**config.mk**
```make
export PLATFORM = sky130hd
export DESIGN_NAME = utf8_stream_validator
export DESIGN_NICKNAME = d
export VERILOG_FILES = /design/src/hdl/usv_pkg.sv /design/src/hdl/usv_front.sv /design/src/hdl/usv_queue.sv /design/src/hdl/usv_back.sv /design/src/hdl/utf8_stream_validator.sv
export SDC_FILE = /design/constraint.sdc
export NUM_CORES = 1
export LEC_CHECK = 0
export CORE_ASPECT_RATIO = 1.25
export CORE_UTILIZATION = 62
export DETAILED_ROUTE_END_ITERATION = 10
export DONT_BUFFER_PORTS = 1
export MAX_ROUTING_LAYER = met4
export PLACE_DENSITY_LB_ADDON = 0.3
export SLEW_MARGIN = 20
export SYNTH_ARGS = -nofsm -noshare
export SYNTH_HDL_FRONTEND = slang
export SYNTH_SLANG_ARGS = --single-unit
```
**constraint.sdc**
```tcl
create_clock -name aclk -period 2.8 [get_ports aclk]
set_input_delay 0.28 -clock aclk [delete_from_list [all_inputs] [get_ports aclk]]
set_output_delay 0.28 -clock aclk [all_outputs]
set_load 0.02 [all_outputs]
```
**src/hdl/usv_pkg.sv**
```systemverilog
`timescale 1ns / 1ps

package usv_pkg;

    localparam int QUEUE_DEPTH_DEF = 2;

    localparam int CP_W   = 21;
    localparam int STAT_W = 3;

    localparam logic [STAT_W-1:0] ST_OK       = 3'd0;
    localparam logic [STAT_W-1:0] ST_TRUNC    = 3'd1;
    localparam logic [STAT_W-1:0] ST_BADBYTE  = 3'd2;
    localparam logic [STAT_W-1:0] ST_OVERLONG = 3'd3;
    localparam logic [STAT_W-1:0] ST_BADCP    = 3'd4;

    localparam logic [CP_W-1:0] CP_MAX_1 = 21'h00007F;
    localparam logic [CP_W-1:0] CP_MAX_2 = 21'h0007FF;
    localparam logic [CP_W-1:0] CP_MAX_3 = 21'h00FFFF;
    localparam logic [CP_W-1:0] CP_MAX   = 21'h10FFFF;
    localparam logic [CP_W-1:0] SURR_LO  = 21'h00D800;
    localparam logic [CP_W-1:0] SURR_HI  = 21'h00DFFF;

    typedef enum logic [2:0] {
        CLS_ZERO,
        CLS_ASCII,
        CLS_LEAD2,
        CLS_LEAD3,
        CLS_LEAD4,
        CLS_CONT,
        CLS_BAD
    } cls_kind_t;

    typedef struct packed {
        cls_kind_t  kind;
        logic [6:0] bits;
    } cls_beat_t;

    typedef struct packed {
        logic full;
        logic empty;
    } queue_stat_t;

endpackage

```
**src/hdl/usv_front.sv**
```systemverilog
`timescale 1ns / 1ps

module usv_front (
    input  logic               s_valid,
    output logic               s_ready,
    input  logic [7:0]         s_data_byte,
    input  usv_pkg::queue_stat_t q_stat,
    output logic               push,
    output usv_pkg::cls_beat_t push_beat
);
    import usv_pkg::*;

    assign s_ready = !q_stat.full;
    assign push    = s_valid && !q_stat.full;

    always_comb begin
        push_beat.bits = s_data_byte[6:0];
        priority if (s_data_byte == 8'h00) begin
            push_beat.kind = CLS_ZERO;
        end else if (s_data_byte[7] == 1'b0) begin
            push_beat.kind = CLS_ASCII;
        end else if (s_data_byte[7:6] == 2'b10) begin
            push_beat.kind = CLS_CONT;
        end else if (s_data_byte[7:5] == 3'b110) begin
            push_beat.kind = CLS_LEAD2;
        end else if (s_data_byte[7:4] == 4'b1110) begin
            push_beat.kind = CLS_LEAD3;
        end else if (s_data_byte[7:3] == 5'b11110) begin
            push_beat.kind = CLS_LEAD4;
        end else begin
            push_beat.kind = CLS_BAD;
        end
    end

endmodule

```
**src/hdl/usv_queue.sv**
```systemverilog
`timescale 1ns / 1ps

module usv_queue #(
    parameter int DEPTH = usv_pkg::QUEUE_DEPTH_DEF
) (
    input  logic                 aclk,
    input  logic                 aresetn,
    input  logic                 push,
    input  usv_pkg::cls_beat_t   push_beat,
    input  logic                 pop,
    output usv_pkg::cls_beat_t   pop_beat,
    output usv_pkg::queue_stat_t q_stat
);
    import usv_pkg::*;

    localparam int PTR_W = (DEPTH > 1) ? $clog2(DEPTH) : 1;
    localparam int CNT_W = $clog2(DEPTH + 1);

    cls_beat_t        mem_reg [DEPTH];
    logic [PTR_W-1:0] wr_ptr_reg, wr_ptr_next;
    logic [PTR_W-1:0] rd_ptr_reg, rd_ptr_next;
    logic [CNT_W-1:0] count_reg, count_next;

    assign q_stat.full  = (count_reg == CNT_W'(DEPTH));
    assign q_stat.empty = (count_reg == '0);
    assign pop_beat     = mem_reg[rd_ptr_reg];

    always_comb begin
        wr_ptr_next = wr_ptr_reg;
        rd_ptr_next = rd_ptr_reg;
        count_next  = count_reg;
        if (push) begin
            wr_ptr_next = (wr_ptr_reg == PTR_W'(DEPTH - 1)) ? '0 : wr_ptr_reg + 1'b1;
        end
        if (pop) begin
            rd_ptr_next = (rd_ptr_reg == PTR_W'(DEPTH - 1)) ? '0 : rd_ptr_reg + 1'b1;
        end
        unique case ({push, pop})
            2'b10:   count_next = count_reg + 1'b1;
            2'b01:   count_next = count_reg - 1'b1;
            default: count_next = count_reg;
        endcase
    end

    always_ff @(posedge aclk) begin
        if (!aresetn) begin
            wr_ptr_reg <= '0;
            rd_ptr_reg <= '0;
            count_reg  <= '0;
        end else begin
            wr_ptr_reg <= wr_ptr_next;
            rd_ptr_reg <= rd_ptr_next;
            count_reg  <= count_next;
        end
    end

    always_ff @(posedge aclk) begin
        if (push) begin
            mem_reg[wr_ptr_reg] <= push_beat;
        end
    end

endmodule

```
**src/hdl/usv_back.sv**
```systemverilog
`timescale 1ns / 1ps

module usv_back (
    input  logic                          aclk,
    input  logic                          aresetn,
    input  usv_pkg::queue_stat_t          q_stat,
    input  usv_pkg::cls_beat_t            pop_beat,
    output logic                          pop,
    output logic                          m_valid,
    input  logic                          m_ready,
    output logic [usv_pkg::CP_W-1:0]      m_code_point,
    output logic [usv_pkg::STAT_W-1:0]    m_status
);
    import usv_pkg::*;

    logic [1:0]        bytes_left_reg, bytes_left_next;
    logic [2:0]        seq_len_reg, seq_len_next;
    logic [CP_W-1:0]   partial_reg, partial_next;
    logic              m_valid_reg, m_valid_next;
    logic [CP_W-1:0]   cp_reg, cp_next;
    logic [STAT_W-1:0] status_reg, status_next;

    logic              emit;
    logic [CP_W-1:0]   fin_cp;
    logic [2:0]        fin_len;
    logic              fin;
    logic              overlong;
    logic              bad_cp;
    logic [CP_W-1:0]   shifted;

    assign pop = !q_stat.empty && (!m_valid_reg || m_ready);

    assign shifted  = {partial_reg[CP_W-7:0], pop_beat.bits[5:0]};
    assign overlong = ((fin_cp <= CP_MAX_1) && (fin_len > 3'd1)) ||
                      ((fin_cp <= CP_MAX_2) && (fin_len > 3'd2)) ||
                      ((fin_cp <= CP_MAX_3) && (fin_len > 3'd3));
    assign bad_cp   = (fin_cp > CP_MAX) || ((fin_cp >= SURR_LO) && (fin_cp <= SURR_HI));

    always_comb begin
        bytes_left_next = bytes_left_reg;
        seq_len_next    = seq_len_reg;
        partial_next    = partial_reg;
        emit            = 1'b0;
        fin             = 1'b0;
        fin_cp          = shifted;
        fin_len         = seq_len_reg;
        cp_next         = '0;
        status_next     = ST_TRUNC;

        if (bytes_left_reg == 2'd0) begin
            fin_cp  = {14'd0, pop_beat.bits};
            fin_len = 3'd1;
            unique case (pop_beat.kind)
                CLS_ZERO: begin
                    emit        = 1'b1;
                    status_next = ST_TRUNC;
                end
                CLS_ASCII: begin
                    fin = 1'b1;
                end
                CLS_LEAD2: begin
                    partial_next    = {16'd0, pop_beat.bits[4:0]};
                    seq_len_next    = 3'd2;
                    bytes_left_next = 2'd1;
                end
                CLS_LEAD3: begin
                    partial_next    = {17'd0, pop_beat.bits[3:0]};
                    seq_len_next    = 3'd3;
                    bytes_left_next = 2'd2;
                end
                CLS_LEAD4: begin
                    partial_next    = {18'd0, pop_beat.bits[2:0]};
                    seq_len_next    = 3'd4;
                    bytes_left_next = 2'd3;
                end
                default: begin
                    emit        = 1'b1;
                    status_next = ST_BADBYTE;
                end
            endcase
        end else if (pop_beat.kind != CLS_CONT) begin
            emit            = 1'b1;
            status_next     = ST_TRUNC;
            bytes_left_next = 2'd0;
            seq_len_next    = 3'd0;
            partial_next    = '0;
        end else begin
            bytes_left_next = bytes_left_reg - 2'd1;
            partial_next    = shifted;
            fin             = (bytes_left_reg == 2'd1);
        end

        if (fin) begin
            emit            = 1'b1;
            bytes_left_next = 2'd0;
            seq_len_next    = 3'd0;
            partial_next    = '0;
            priority if (overlong) begin
                status_next = ST_OVERLONG;
            end else if (bad_cp) begin
                status_next = ST_BADCP;
            end else begin
                status_next = ST_OK;
                cp_next     = fin_cp;
            end
        end

        if (!pop) begin
            bytes_left_next = bytes_left_reg;
            seq_len_next    = seq_len_reg;
            partial_next    = partial_reg;
        end

        m_valid_next = m_valid_reg && !m_ready;
        if (pop && emit) begin
            m_valid_next = 1'b1;
        end
    end

    always_ff @(posedge aclk) begin
        if (!aresetn) begin
            bytes_left_reg <= 2'd0;
            seq_len_reg    <= 3'd0;
            partial_reg    <= '0;
            m_valid_reg    <= 1'b0;
        end else begin
            bytes_left_reg <= bytes_left_next;
            seq_len_reg    <= seq_len_next;
            partial_reg    <= partial_next;
            m_valid_reg    <= m_valid_next;
        end
    end

    always_ff @(posedge aclk) begin
        if (pop && emit) begin
            cp_reg     <= cp_next;
            status_reg <= status_next;
        end
    end

    assign m_valid      = m_valid_reg;
    assign m_code_point = cp_reg;
    assign m_status     = status_reg;

endmodule

```
**src/hdl/utf8_stream_validator.sv**
```systemverilog
`timescale 1ns / 1ps

// Byte-stream code point decoder and checker. One byte is taken per beat on
// s_; each sequence end or error gives one result beat on m_ (code_point is
// zero unless status is ok). Sustained rate is one byte per cycle while the
// result side keeps up. The last byte of a sequence enters the classify
// queue at the accepting edge, and the back part loads the output register
// when it pops that byte, which waits while a result is held unaccepted. The
// queue of QUEUE_DEPTH classified bytes lets the input keep flowing for that
// many beats while the result side stalls.
module utf8_stream_validator #(
    parameter int QUEUE_DEPTH = usv_pkg::QUEUE_DEPTH_DEF
) (
    input  logic                       aclk,
    input  logic                       aresetn,
    input  logic                       s_valid,
    output logic                       s_ready,
    input  logic [7:0]                 s_data_byte,
    output logic                       m_valid,
    input  logic                       m_ready,
    output logic [usv_pkg::CP_W-1:0]   m_code_point,
    output logic [usv_pkg::STAT_W-1:0] m_status
);
    import usv_pkg::*;

    queue_stat_t q_stat;
    cls_beat_t   push_beat;
    cls_beat_t   pop_beat;
    logic        push;
    logic        pop;

    usv_front u_front (
        .s_valid     (s_valid),
        .s_ready     (s_ready),
        .s_data_byte (s_data_byte),
        .q_stat      (q_stat),
        .push        (push),
        .push_beat   (push_beat)
    );

    usv_queue #(
        .DEPTH (QUEUE_DEPTH)
    ) u_queue (
        .aclk      (aclk),
        .aresetn   (aresetn),
        .push      (push),
        .push_beat (push_beat),
        .pop       (pop),
        .pop_beat  (pop_beat),
        .q_stat    (q_stat)
    );

    usv_back u_back (
        .aclk         (aclk),
        .aresetn      (aresetn),
        .q_stat       (q_stat),
        .pop_beat     (pop_beat),
        .pop          (pop),
        .m_valid      (m_valid),
        .m_ready      (m_ready),
        .m_code_point (m_code_point),
        .m_status     (m_status)
    );

    a_err_zero_cp: assert property (@(posedge aclk) disable iff (!aresetn)
        (m_valid && (m_status != ST_OK)) |-> (m_code_point == '0))
        else $error("error result carries nonzero code point");

    a_ok_scalar: assert property (@(posedge aclk) disable iff (!aresetn)
        (m_valid && (m_status == ST_OK)) |->
        ((m_code_point <= CP_MAX) && ((m_code_point < SURR_LO) || (m_code_point > SURR_HI))))
        else $error("ok result is not a valid scalar");

    a_status_range: assert property (@(posedge aclk) disable iff (!aresetn)
        m_valid |-> (m_status <= ST_BADCP))
        else $error("status code out of range");

    a_queue_flags: assert property (@(posedge aclk) disable iff (!aresetn)
        !(q_stat.full && q_stat.empty) && (!pop || !q_stat.empty))
        else $error("queue flags inconsistent");

endmodule
```
After elaboration in Yosys (flattened, before gate mapping)
Memory sizes are Yosys's and may differ from the RTL's. A register that Yosys moved wholly into a read port is not among the register bits.
Cells that the tools add are included.
{"block": "word_totals", "register_bits": 49, "ramBits": 20, "input_bits": 12, "output_inout_bits": 26, "word_cells": 106, "n_memories": 1}
{"block": "op_classes", "n_addsub": 5, "magnitude_cmp": 9, "n_eq_ne": 14, "n_mux": 40, "bitwise": 1, "n_reduce_logical": 27}
{"memory": "u_queue.mem_reg", "words": 2, "width": 10, "rd": 1, "rd_clocked_by_memory_dff": 1, "wr": 1, "line_no": "usv_queue.sv:19", "rtl": "cls_beat_t mem_reg [DEPTH];"}
{"op": "2-to-1 mux 15 bit", "n": 3}
{"op": "one-hot mux 15 bit (3 select lines)", "n": 1}
{"op": "<= comparator 21 x 16 -> 1 bit, second input constant", "n": 2}
{"op": "2-to-1 mux 3 bit", "n": 12}
{"op": "greater-or-equal comparator 21 x 16 -> 1 bit, second input constant", "n": 1}
{"op": "> comparator 21 bit, second input constant", "n": 1}
{"op": "<= comparator 21 x 11 -> 1 bit, second input constant", "n": 1}
{"op": "<= comparator 21 x 7 -> 1 bit, second input constant", "n": 1}
{"op": "2-to-1 mux 21 bit", "n": 1}
{"op": "2-to-1 mux 1 bit", "n": 14}
{"op": "2-to-1 mux 2 bit", "n": 6}
{"op": "one-hot mux 3 bit (3 select lines)", "n": 1}
{"op": "logical AND 1 bit", "n": 8}
{"op": "zero test 8 bit", "n": 1}
{"op": "equality test 2 bit, second input constant", "n": 3}
{"op": "equality test 3 x 2 -> 1 bit, second input constant", "n": 2}
{"op": "equality test 3 bit, second input constant", "n": 2}
{"op": "> comparator 3 x 2 -> 1 bit, second input constant", "n": 2}
{"op": "one-hot mux 2 bit (3 select lines)", "n": 1}
{"op": "equality test 5 bit, second input constant", "n": 1}
{"op": "!= test 5 x 4 -> 1 bit, second input constant", "n": 1}
{"op": "OR reduction 5 bit", "n": 1}
{"op": "equality test 2 x 1 -> 1 bit, second input constant", "n": 2}
{"op": "equality test 4 bit, second input constant", "n": 1}
{"op": "other kinds (18)", "n": 27}

Longest topological paths before layout
Gate-level depths: netlist of the first run.
{"block": "depth", "word_depth": 8, "ltp_mapped": 8, "mapped_depth_nobuf": 7}

Modules after synthesis
A second synthesis of the first run with hierarchy kept.
{"block": "hier_totals", "cells_unflattened": 309, "hier_area_um2": 3344.5}
{"module": "usv_back", "instances": 1, "cells_per_inst": 239, "area_per_inst_um2": 2288.4, "seq_area_each_um2": 1141.1}
{"module": "usv_queue", "instances": 1, "cells_per_inst": 53, "area_per_inst_um2": 934.6, "seq_area_each_um2": 700.7}
{"module": "usv_front", "instances": 1, "cells_per_inst": 17, "area_per_inst_um2": 121.4, "seq_area_each_um2": 0.0}

Least setup slack after synthesis of the first run
Ideal clock, no wire load.
{"block": "synth_timing", "kind": "reg2reg", "startpoint": "mem u_queue.mem_reg[1][8] (netlist bit)", "endpoint": "reg u_back.cp_reg[0], in the netlist u_back.m_code_point[0] (enable)", "setup_time_ns": 0.379, "arrival_time_ns": 1.836, "required_time_ns": 2.421, "path_slack_ns": 0.585, "path_stages_with_launch": 6, "path_buffers": 0, "period_less_slack_ns": 2.215, "cell_sequence": "edfxtp_1 > nor2b_1 > a211oi_1 > nor2_1 > a211o_1 > inv_1"}
{"element": "from (decl)", "line_no": "usv_queue.sv:19"}
{"element": "to (signal assigned)", "line_no": "usv_back.sv:136", "rtl": "cp_reg <= cp_next;"}
{"element": "to (decl)", "line_no": "usv_back.sv:20", "rtl": "logic [CP_W-1:0] cp_reg, cp_next;"}

Final worst setup path of the first run
{"block": "layout_timing", "startpoint": "reg u_back.bytes_left_reg[0]", "endpoint": "reg u_back.seq_len_reg[0]"}
{"block": "layout_between", "elab_chain_cells": 5, "elab_cells_between_ends": 9, "classes_between": "2 x eq/ne; 4 x mux; 3 x reduce/logical"}
{"element": "from (decl)", "line_no": "usv_back.sv:16", "rtl": "logic [1:0] bytes_left_reg, bytes_left_next;"}
{"element": "from (signal assigned)", "line_no": "usv_back.sv:127", "rtl": "bytes_left_reg <= bytes_left_next;"}
{"element": "equality test 2 x 1 -> 1 bit", "line_no": "usv_back.sv:90", "rtl": "fin = (bytes_left_reg == 2'd1);"}
{"element": "2-to-1 mux 1 bit", "line_no": "usv_back.sv:81", "rtl": "end else if (pop_beat.kind != CLS_CONT) begin"}
{"element": "2-to-1 mux 1 bit", "line_no": "usv_back.sv:50", "rtl": "if (bytes_left_reg == 2'd0) begin"}
{"element": "!= test 5 x 4 -> 1 bit (no line) / nonzero test 3 bit (equally long branches)"}
{"element": "AND reduction 3 bit (no line)"}
{"element": "to (signal assigned)", "line_no": "usv_back.sv:128", "rtl": "seq_len_reg <= seq_len_next;"}
{"element": "to (decl)", "line_no": "usv_back.sv:17", "rtl": "logic [2:0] seq_len_reg, seq_len_next;"}
Parallel ways exist; a longest one is shown, timed or not.
A chain may end at the register's enable or synchronous reset.

==> results of run 1 <==
-- layout make-up --
| type | count | area share |
|---|---|---|
| clock buffers | 10 | 0.0382 |
| clock inverters | 6 | 0.0214 |
| inverters | 9 | 0.0101 |
| well taps | 60 | 0.0225 |
| flip-flops and latches | 70 | 0.552 |
| repair buffers | 5 | 0.0112 |
| multi-input cells | 172 | 0.345 |
-- worst min-delay path by stage --
stage	slack, ps	endpoint	start
3_3_place_gp	380	u_queue.mem_reg[0][0]$_DFFE_PP_	s_data_byte[0]
2_1_floorplan	380	u_queue.mem_reg[0][0]$_DFFE_PP_	s_data_byte[0]
5_1_grt	4	u_queue.mem_reg[0][2]$_DFFE_PP_	s_data_byte[2]
4_1_cts	6	u_queue.mem_reg[1][2]$_DFFE_PP_	s_data_byte[2]
6_report	20	u_queue.mem_reg[1][2]$_DFFE_PP_	s_data_byte[2]
3_5_place_dp	380	u_queue.mem_reg[1][2]$_DFFE_PP_	s_data_byte[2]
-- synthesized netlist by cell type, types with 2 or more instances --
master and number:
sky130_fd_sc_hd__nor2_1 19, sky130_fd_sc_hd__mux2i_1 10, sky130_fd_sc_hd__nor4_1 4, sky130_fd_sc_hd__ha_1 4, sky130_fd_sc_hd__o22ai_1 5, sky130_fd_sc_hd__buf_2 2, sky130_fd_sc_hd__dfxtp_1 26, sky130_fd_sc_hd__o211a_1 2
sky130_fd_sc_hd__a211oi_1 4, sky130_fd_sc_hd__nand3_1 3, sky130_fd_sc_hd__a31oi_1 2, sky130_fd_sc_hd__mux2_2 2, sky130_fd_sc_hd__clkbuf_1 8, sky130_fd_sc_hd__nand4_1 9, sky130_fd_sc_hd__xnor2_1 2, sky130_fd_sc_hd__and2_1 3
sky130_fd_sc_hd__nand2_1 26, sky130_fd_sc_hd__nor2b_1 4, sky130_fd_sc_hd__or3_1 2, sky130_fd_sc_hd__a21oi_1 5, sky130_fd_sc_hd__nand3b_1 2, sky130_fd_sc_hd__nand2b_1 7, sky130_fd_sc_hd__edfxtp_1 44, sky130_fd_sc_hd__nor3b_1 14
sky130_fd_sc_hd__inv_1 8, sky130_fd_sc_hd__o32ai_1 2, sky130_fd_sc_hd__xor2_1 2, sky130_fd_sc_hd__o21ai_0 13, sky130_fd_sc_hd__o21ai_1 2
-- critical path, stage by stage, from the launching register on --
cell	delay (ps)
sky130_fd_sc_hd__dfxtp_1	320
sky130_fd_sc_hd__inv_1	110
sky130_fd_sc_hd__ha_1	370
sky130_fd_sc_hd__buf_4	300
sky130_fd_sc_hd__mux2i_1	190
sky130_fd_sc_hd__o221ai_2	630
sky130_fd_sc_hd__nand2_1	220
sky130_fd_sc_hd__mux2i_1	160
-- per-stage QoR --
step           hold WS, ps  utilization  setup WS, ps
6_report              22.4        0.700           387
5_1_grt               4.07        0.700           174
4_1_cts               5.56        0.700           392
3_5_place_dp           379        0.659           421
3_3_place_gp           379        0.659           476
2_1_floorplan          379            -           585
-- where the power goes --
part | leakage [nW] | switching, W | total, W | internal (W)
sequential | 0.628 | 0.000314 | 0.00177 | 0.00145
combinational | 0.411 | 0.000787 | 0.00117 | 0.000380
clock | 0.0931 | 0.000384 | 0.000801 | 0.000417
-- logic make-up (layout without fill, tap and decap cells) --
kind of cell             after synthesis  in the layout
buffers and inverters                 21             30
adder cells (fa/ha/maj)                4              4
flip-flops                            70             70
XOR/XNOR                               4              4
AND/OR/NAND/NOR                      103            103
multiplexers                          12             12
AO/OA/AOI/OAI                         49             49
-- metal layers --
layer	routed length [µm]	global-route usage
met1	2350	0.268
met2	2890	0.380
met3	254	0.0674
met4	152	0.133
met5	0	-
==> results.cfg, run 1 <==
[status]
outcome = finished clean

[logic_synthesis]
netlist-cell-type-count = 56
yosys.area.top_type_share = 0.428
synth-warning-count = 0
synth.area.mux_share = 0.0398
dominant_combinational_cell_family_by_area_after_synthesis = simple AND/OR/NAND/NOR gates
largest_area_contributor_in_the_netlist = sky130_fd_sc_hd__edfxtp_1
synth_seq_area_share = 0.597
post_synth_and_or_nand_nor_area_fraction = 0.185
synth.ff_latch_count = 70
post_synth_instance_area_um2 = 3080
edff_count_synth = 44
share_of_synthesized_registers_carrying_an_async_set_or_reset = 0
synthAdderAreaFrac = 0.0162
post_synth_xor_area_fraction = 0.0114
synth_compound_area_frac = 0.121
synth.top_cells.by_area = sky130_fd_sc_hd__edfxtp_1 43%, sky130_fd_sc_hd__dfxtp_1 17%, sky130_fd_sc_hd__nor3b_1 3.4%, sky130_fd_sc_hd__mux2i_1 3.2%, sky130_fd_sc_hd__nand2_1 3.2%
syn-num-nets = 279
post_synth_inst_count = 263
dominantRegCellSynth = sky130_fd_sc_hd__edfxtp_1
syn-mean-instance-area_um2 = 11.7

[worst_setup_path]
worstSetupEndpointType = flop
cp.required_ps = 3040
crit-reg2reg-capture = u_back.seq_len_reg[0]$_SDFFE_PN0P_
reg2reg_slack_ps = 390
setup_crit_end = u_back.seq_len_reg[0]$_SDFFE_PN0P_
wp_data_arrival_ps = 2650
critPathKind = flop to flop
crit_start = u_back.bytes_left_reg[0]$_SDFFE_PN0P_
critical_path_peak_fanout = 19
setup.worst_path.start_class = flop
rr_startpoint = u_back.bytes_left_reg[0]$_SDFFE_PN0P_
worst-r2r-cell-count = 7

[power]
fin_total_pwr_w = 0.00373
power_density_nw_per_um2 = 1120
max-vdd-ir-drop_mv = 0.710
power.leakage_nw = 1.13

[finish]
multi_input_area_um2 = 1150
final_cell_mix = 44 x sky130_fd_sc_hd__edfxtp_1, 26 x sky130_fd_sc_hd__nand2_1, 26 x sky130_fd_sc_hd__dfxtp_1, 19 x sky130_fd_sc_hd__nor2_1, 14 x sky130_fd_sc_hd__nor3b_1
largest_reg_flops = 21
final_layout_size_suffix_gt1_frac = 0.114
post_layout_nonfiller_instances = 332
areaGrowthSynthToFinish_pct = 8.19
layout.nets = 283
ff_latch_area_um2 = 1840
antenna_cells_inserted = 0
final_common_cell = sky130_fd_sc_hd__edfxtp_1
fin_area_um2 = 3340
fill_cells = 375

[min_path]
holdPathStages = 0
min-delay-path-class = primary input to flop

[routing]
postRouteWirelength_um = 5650
drt-vias-per-instance = 6.20
detailroute.via_count = 2060
final_routed_drc_violation_total = 0
drt_first_iter_violations = 222
first_pass_iters = 5
post_drt_wl_per_cell_um = 17.0
drt.antenna.violating_nets = 0

[sta]
rsz0062_at_grt = no
fin_skew_ps = 7.95
layout_worst_path_cycle_share = 0.862
report.final.hold_viol_count = 0
setup_viol_count_final = 0
max_freq_ghz = 0.414
slew_headroom = 0.390
final.min_clock_period_ps = 2410
worst_slew_pin_slew_ps = 914
tns_ps = 0
report.final.slew_viol_count = 0

[clocking]
clock-sinks = 70
clk_path_buf_depth = 2
clock_tree_from_tritoncts = yes
cts_root_buffer = sky130_fd_sc_hd__clkbuf_8
post_cts_resize_count = 0
clock_insertion_delay_worst_skew_ps = 350
cts_setup_buffers = 0
cts.hold.buffers_added = 0
cts_max_level = 3
clk_pin_slew_ps = 80
cts_inserted_buffers = 9

[floorplan]
floorplan.die.width_um = 65.1
core.rowCount = 28
top_level_ports = 38
placeableCoreArea_um2 = 4760
die_h_um = 80.9
initial_core_util = 0.647
area_enclosed_by_the_die_boundary_um2 = 5260

[placed_design]
dpl.hpwl_um = 3910
dp.cells = 316
area_after_detailed_placement_um2 = 3140
io_buffer_count = 0
globalplace.congestion = 0.968

[grt]
grt_first_pass_wirelength_um = 8910
overflow = 0
grt_pass1_vias = 1924
grt_start_max_net_pins = 25
grt.total_usage = 0.238
antenna_found_initial = 0

[run]
cap_violations = 0
(Power assumes the default switching activity.)
==> inputs of run 2 (changes only) <==
Settings changed: ABC_AREA from default to 1, CORE_UTILIZATION 62 to 63.
==> results.cfg, run 2 <==
[status]
outcome = finished clean

[placed_design]
area_after_detailed_placement_um2 = 3310
dp.cells = 410
io_buffer_count = 0
globalplace.congestion = 0.914
dpl.hpwl_um = 4290

[floorplan]
placeableCoreArea_um2 = 5040
core.rowCount = 29
floorplan.die.width_um = 66.6
die_h_um = 82.8
initial_core_util = 0.652
top_level_ports = 38
area_enclosed_by_the_die_boundary_um2 = 5510

[logic_synthesis]
yosys.area.top_type_share = 0.402
synth-warning-count = 0
largest_area_contributor_in_the_netlist = sky130_fd_sc_hd__edfxtp_1
share_of_synthesized_registers_carrying_an_async_set_or_reset = 0
syn-mean-instance-area_um2 = 9.26
netlist-cell-type-count = 33
synth.ff_latch_count = 70
synth.top_cells.by_count = 73 x sky130_fd_sc_hd__nor2_1, 63 x sky130_fd_sc_hd__nand2_1, 44 x sky130_fd_sc_hd__edfxtp_1
dominantRegCellSynth = sky130_fd_sc_hd__edfxtp_1
synth_seq_area_share = 0.560
syn-num-nets = 371
edff_count_synth = 44
post_synth_inst_count = 355
yosys.cell_count.top_type = sky130_fd_sc_hd__nor2_1
synth.top_cells.by_area = sky130_fd_sc_hd__edfxtp_1 40%, sky130_fd_sc_hd__dfxtp_1 16%, sky130_fd_sc_hd__nor2_1 8.3%, sky130_fd_sc_hd__nand2_1 7.2%, sky130_fd_sc_hd__inv_1 3.4%
post_synth_instance_area_um2 = 3290

[sta]
report.final.slew_viol_count = 0
fin_skew_ps = 9.90
slew_headroom = 0.727
layout_worst_path_cycle_share = 0.906
worst_slew_pin_slew_ps = 409
report.final.hold_viol_count = 0
final.min_clock_period_ps = 2540
tns_ps = 0
setup_viol_count_final = 0
rsz0062_at_grt = no
max_freq_ghz = 0.394

[power]
power.leakage_nw = 1.41
max-vdd-ir-drop_mv = 0.765
power_density_nw_per_um2 = 1460

[worst_setup_path]
reg2reg_slack_ps = 260
standard_cell_with_the_maximum_stage_delay_on_the_critical_path = sky130_fd_sc_hd__nand3_2
rr_startpoint = u_back.bytes_left_reg[0]$_SDFFE_PN0P_
setup.worst_path.start_class = flop
wp_data_arrival_ps = 2710
critical_path.max_stage_delay_ps = 350
cp_cell_sequence = inv_1 -> ha_1 -> inv_2 -> nand2_1 -> nand3_1 -> nor2_1 -> nand3_1 -> o21ai_1 -> nor2_1 -> nand3_2 -> nor2_1
worst-r2r-cell-count = 11
cp.required_ps = 2980
critPathKind = flop to flop
path_common_cell = sky130_fd_sc_hd__nor2_1
crit-reg2reg-capture = u_back.m_code_point[9]$_SDFFCE_PP0P_
critical_path_peak_fanout = 23
worstSetupEndpointType = flop

[clocking]
clk_path_buf_depth = 2
cts_inserted_buffers = 9
post_cts_resize_count = 0
clock_tree_from_tritoncts = yes
cts_root_buffer = sky130_fd_sc_hd__clkbuf_8
cts_setup_buffers = 0
clock-sinks = 70
clk_pin_slew_ps = 70
cts_max_level = 3
clock_insertion_delay_worst_skew_ps = 350
cts.hold.buffers_added = 0

[min_path]
min_to = u_queue.mem_reg[0][3]$_DFFE_PP_
min-delay-path-class = primary input to flop
holdPathStages = 0
worstHoldStart = s_data_byte[3]

[finish]
antenna_cells_inserted = 0
post_layout_nonfiller_instances = 426
fin_area_um2 = 3550
largest_reg_flops = 21
final_common_cell = sky130_fd_sc_hd__nor2_1
layout.nets = 375
areaGrowthSynthToFinish_pct = 8.03
final_cell_mix = 73 x sky130_fd_sc_hd__nor2_1, 63 x sky130_fd_sc_hd__nand2_1, 44 x sky130_fd_sc_hd__edfxtp_1, 30 x sky130_fd_sc_hd__inv_1, 26 x sky130_fd_sc_hd__dfxtp_1
final_layout_size_suffix_gt1_frac = 0.146

[grt]
antenna_found_initial = 0
grt_first_pass_wirelength_um = 9830
overflow = 0
grt.total_usage = 0.259
grt_start_max_net_pins = 25
grt_pass1_vias = 2165

[routing]
final_routed_drc_violation_total = 0
detailroute.via_count = 2299
drt-vias-per-instance = 5.40
postRouteWirelength_um = 6250
drt.antenna.violating_nets = 0
first_pass_iters = 4
post_drt_wl_per_cell_um = 14.7
drt_first_iter_violations = 173

[run]
cap_violations = 0
[run 2: cell types whose count changed after synthesis, sizes merged, moves of 5 or more]
cell,before,now
a21oi,5,12
buf,4,10
clkbuf,8,2
inv,8,36
nand2,26,73
nand2b,7,0
nand3,3,13
nor2,20,85
nor3b,14,0
o21ai,15,22
o22ai,5,0
[run 2: worst max path at each step]
stage / startpoint / to / slack [ps] / cells past startpoint
floorplan: u_back.bytes_left_reg[0]$_SDFFE_PN0P_ / u_back.m_code_point[0]$_SDFFCE_PP0P_ / 590 / 10
global placement: u_back.bytes_left_reg[0]$_SDFFE_PN0P_ / u_back.m_code_point[4]$_SDFFCE_PP0P_ / 460 / 11
detailed placement: u_back.bytes_left_reg[0]$_SDFFE_PN0P_ / u_back.m_code_point[9]$_SDFFCE_PP0P_ / 310 / 11
CTS: u_back.bytes_left_reg[0]$_SDFFE_PN0P_ / u_back.m_code_point[9]$_SDFFCE_PP0P_ / 290 / 11
global route: u_back.bytes_left_reg[0]$_SDFFE_PN0P_ / u_back.m_code_point[9]$_SDFFCE_PP0P_ / 50 / 11
finish: u_back.bytes_left_reg[0]$_SDFFE_PN0P_ / u_back.m_code_point[9]$_SDFFCE_PP0P_ / 260 / 11
[run 2: layer usage]
layer / routed length, µm / vias to the layer above / track usage
met5: 0 / - / -
li1: - / 1177 / -
met1: 2450 / 1032 / 0.266
met4: 133 / 0 / 0.145
met3: 294 / 14 / 0.0769
met2: 3370 / 76 / 0.439
[run 2: where the power goes]
part,total [W],switching [W],internal [W],leakage [nW]
clock network,0.000980,0.000384,0.000596,0.124
registers,0.00203,0.000425,0.00161,0.632
logic,0.00219,0.00152,0.000672,0.653
[run 2: area by class of cell]
class	instances	area, µm²
Clock buffer	9	124
Clock inverter	7	121
Fill cell	373	1490
Inverter	37	146
Multi-Input combinational cell	236	1200
Sequential cell	70	1840
Tap cell	62	77.6
Timing Repair Buffer	5	37.5
[run 2: worst max-delay path: cells and delay by family (launching register included)]
kind | cells | cell delay [ps]
compound gates | 1 | 60
fa+ha+maj | 1 | 330
buf+inv | 2 | 400
flops | 1 | 330
simple gates | 7 | 1250
[run 2: kinds of logic (layout without fill, tap and decap cells)]
kind of cell             count (synthesis)  in the layout  share of synthesized area
AND/OR/NAND/NOR                        186            186                      0.268
flip-flops                              70             70                      0.560
buffers and inverters                   49             58                     0.0738
AO/OA/AOI/OAI                           40             40                     0.0647
multiplexers                             6              6                     0.0183
adder cells (fa/ha/maj)                  4              4                     0.0152
[run 2: per-stage QoR]
step                      setup slack, ps  power, W  hold WS (ps)  utilization
final                                 263   0.00520          26.7        0.704
after detailed placement              310   0.00422           379        0.655
after floorplan                       589   0.00390           379            -
after CTS                             291   0.00521          12.5        0.704
after global placement                457   0.00416           379        0.655
after global routing                 48.5   0.00559          8.46        0.704
==> inputs of run 3 (changes only) <==
Settings changed: SETUP_SLACK_MARGIN from default to 0.4.
==> results.cfg, run 3 (synthesis gave the netlist of run 2 again) <==
[clocking]
clk_pin_slew_ps = 70
clock_insertion_delay_worst_skew_ps = 350
cts_root_buffer = sky130_fd_sc_hd__clkbuf_8
clock-sinks = 70
clk_path_buf_depth = 2
clock_tree_from_tritoncts = yes
cts_setup_buffers = 0
cts_max_level = 3
cts_inserted_buffers = 9

[worst_setup_path]
worstSetupEndpointType = flop
critical_path_peak_fanout = 23
reg2reg_slack_ps = 570
cp.required_ps = 2990
crit-reg2reg-capture = u_back.m_code_point[9]$_SDFFCE_PP0P_
critPathKind = flop to flop
rr_startpoint = u_back.bytes_left_reg[0]$_SDFFE_PN0P_
wp_data_arrival_ps = 2420
worst-r2r-cell-count = 11
setup.worst_path.start_class = flop

[min_path]
holdPathStages = 0
min_to = u_queue.mem_reg[0][3]$_DFFE_PP_
worstHoldStart = s_data_byte[3]
min-delay-path-class = primary input to flop

[finish]
final_cell_mix = 73 x sky130_fd_sc_hd__nor2_1, 63 x sky130_fd_sc_hd__nand2_1, 44 x sky130_fd_sc_hd__edfxtp_1, 30 x sky130_fd_sc_hd__inv_1, 25 x sky130_fd_sc_hd__dfxtp_1
largest_reg_flops = 21
final_common_cell = sky130_fd_sc_hd__nor2_1
areaGrowthSynthToFinish_pct = 8.56
layout.nets = 375
post_layout_nonfiller_instances = 426
final_layout_size_suffix_gt1_frac = 0.151
antenna_cells_inserted = 0
fin_area_um2 = 3570

[floorplan]
die_h_um = 82.8
floorplan.die.width_um = 66.6
top_level_ports = 38
initial_core_util = 0.652
core.rowCount = 29
placeableCoreArea_um2 = 5040
area_enclosed_by_the_die_boundary_um2 = 5510

[sta]
final.min_clock_period_ps = 2230
fin_hold_ws_ps = 24.1
layout_worst_path_cycle_share = 0.796
report.final.hold_viol_count = 0
setup_viol_count_final = 0
report.final.slew_viol_count = 0
worst_slew_pin_slew_ps = 365
slew_headroom = 0.756
fin_skew_ps = 8.99
max_freq_ghz = 0.449
rsz0062_at_grt = no
tns_ps = 0

[grt]
grt_first_pass_wirelength_um = 9830
grt_most_used_layer = met2
antenna_found_initial = 0
grt_pass1_vias = 2166
use_met1 = 0.265
met2_usage = 0.443
grt.total_usage = 0.259
grt_start_max_net_pins = 25
globalRouteMet3Util = 0.0769
overflow = 0

[placed_design]
area_after_detailed_placement_um2 = 3310
dp.cells = 410
io_buffer_count = 0
dpl.hpwl_um = 4290
globalplace.congestion = 0.914

[routing]
first_pass_iters = 4
postRouteWirelength_um = 6320
post_drt_wl_per_cell_um = 14.8
detailroute.via_count = 2301
final_routed_drc_violation_total = 0
drt.antenna.violating_nets = 0
drt_first_iter_violations = 158
drt-vias-per-instance = 5.40

[run]
cap_violations = 0

[status]
outcome = finished clean
[run 3: cell counts in the layout (fill, tap and decap cells not counted)]
Identical to the previous run, type by type.
[run 3: cell type report]
cell class | instances | area, µm²
Tap cell | 62 | 77.6
Sequential cell | 70 | 1840
Multi-Input combinational cell | 236 | 1210
Inverter | 37 | 149
Timing Repair Buffer | 5 | 41.3
Clock buffer | 9 | 124
Clock inverter | 7 | 121
Fill cell | 369 | 1480
[run 3: worst max path at each step]
stage	slack (ps)	cells after the start	from	to
floorplan	590	10	u_back.bytes_left_reg[0]$_SDFFE_PN0P_	u_back.m_code_point[0]$_SDFFCE_PP0P_
global placement	460	11	u_back.bytes_left_reg[0]$_SDFFE_PN0P_	u_back.m_code_point[4]$_SDFFCE_PP0P_
detailed placement	310	11	u_back.bytes_left_reg[0]$_SDFFE_PN0P_	u_back.m_code_point[9]$_SDFFCE_PP0P_
CTS	490	11	u_back.bytes_left_reg[0]$_SDFFE_PN0P_	u_back.m_code_point[9]$_SDFFCE_PP0P_
global route	410	11	u_back.bytes_left_reg[0]$_SDFFE_PN0P_	u_back.m_code_point[9]$_SDFFCE_PP0P_
finish	570	11	u_back.bytes_left_reg[0]$_SDFFE_PN0P_	u_back.m_code_point[9]$_SDFFCE_PP0P_
[run 3: metrics by stage]
stage          setup WS (ps)  utilization
2_1_floorplan            589            -
3_3_place_gp             457        0.655
3_5_place_dp             310        0.655
4_1_cts                  493        0.706
5_1_grt                  414        0.708
6_report                 571        0.708
[run 3: critical path, cell delays in order, from the launching register on]
cell and delay, ps:
sky130_fd_sc_hd__dfxtp_1 330, sky130_fd_sc_hd__inv_1 80, sky130_fd_sc_hd__ha_2 270, sky130_fd_sc_hd__inv_4 200
sky130_fd_sc_hd__o21ai_0 160, sky130_fd_sc_hd__nand3_1 140, sky130_fd_sc_hd__nor2_1 80, sky130_fd_sc_hd__nand3_1 60
sky130_fd_sc_hd__o21ai_1 60, sky130_fd_sc_hd__nor2_1 220, sky130_fd_sc_hd__nand3_4 250, sky130_fd_sc_hd__nor2_1 220
[run 3: repair_timing]
action	4_1_cts	5_1_grt
setup endpoints to repair	21	48
pin swaps	0	1
resized for setup	2	3
hold buffers	0	0
[run 3: per-layer routing]
layer,up-vias,wire length [µm],part of all wire
met5,-,0,0
met4,0,142,0.022
met3,14,277,0.044
met2,63,3400,0.54
met1,1051,2490,0.39
li1,1173,-,-
Power of run 3 is left out: the tool's default activity adds up to more than one toggle a clock period on the data nets, which glitch-free logic cannot reach.
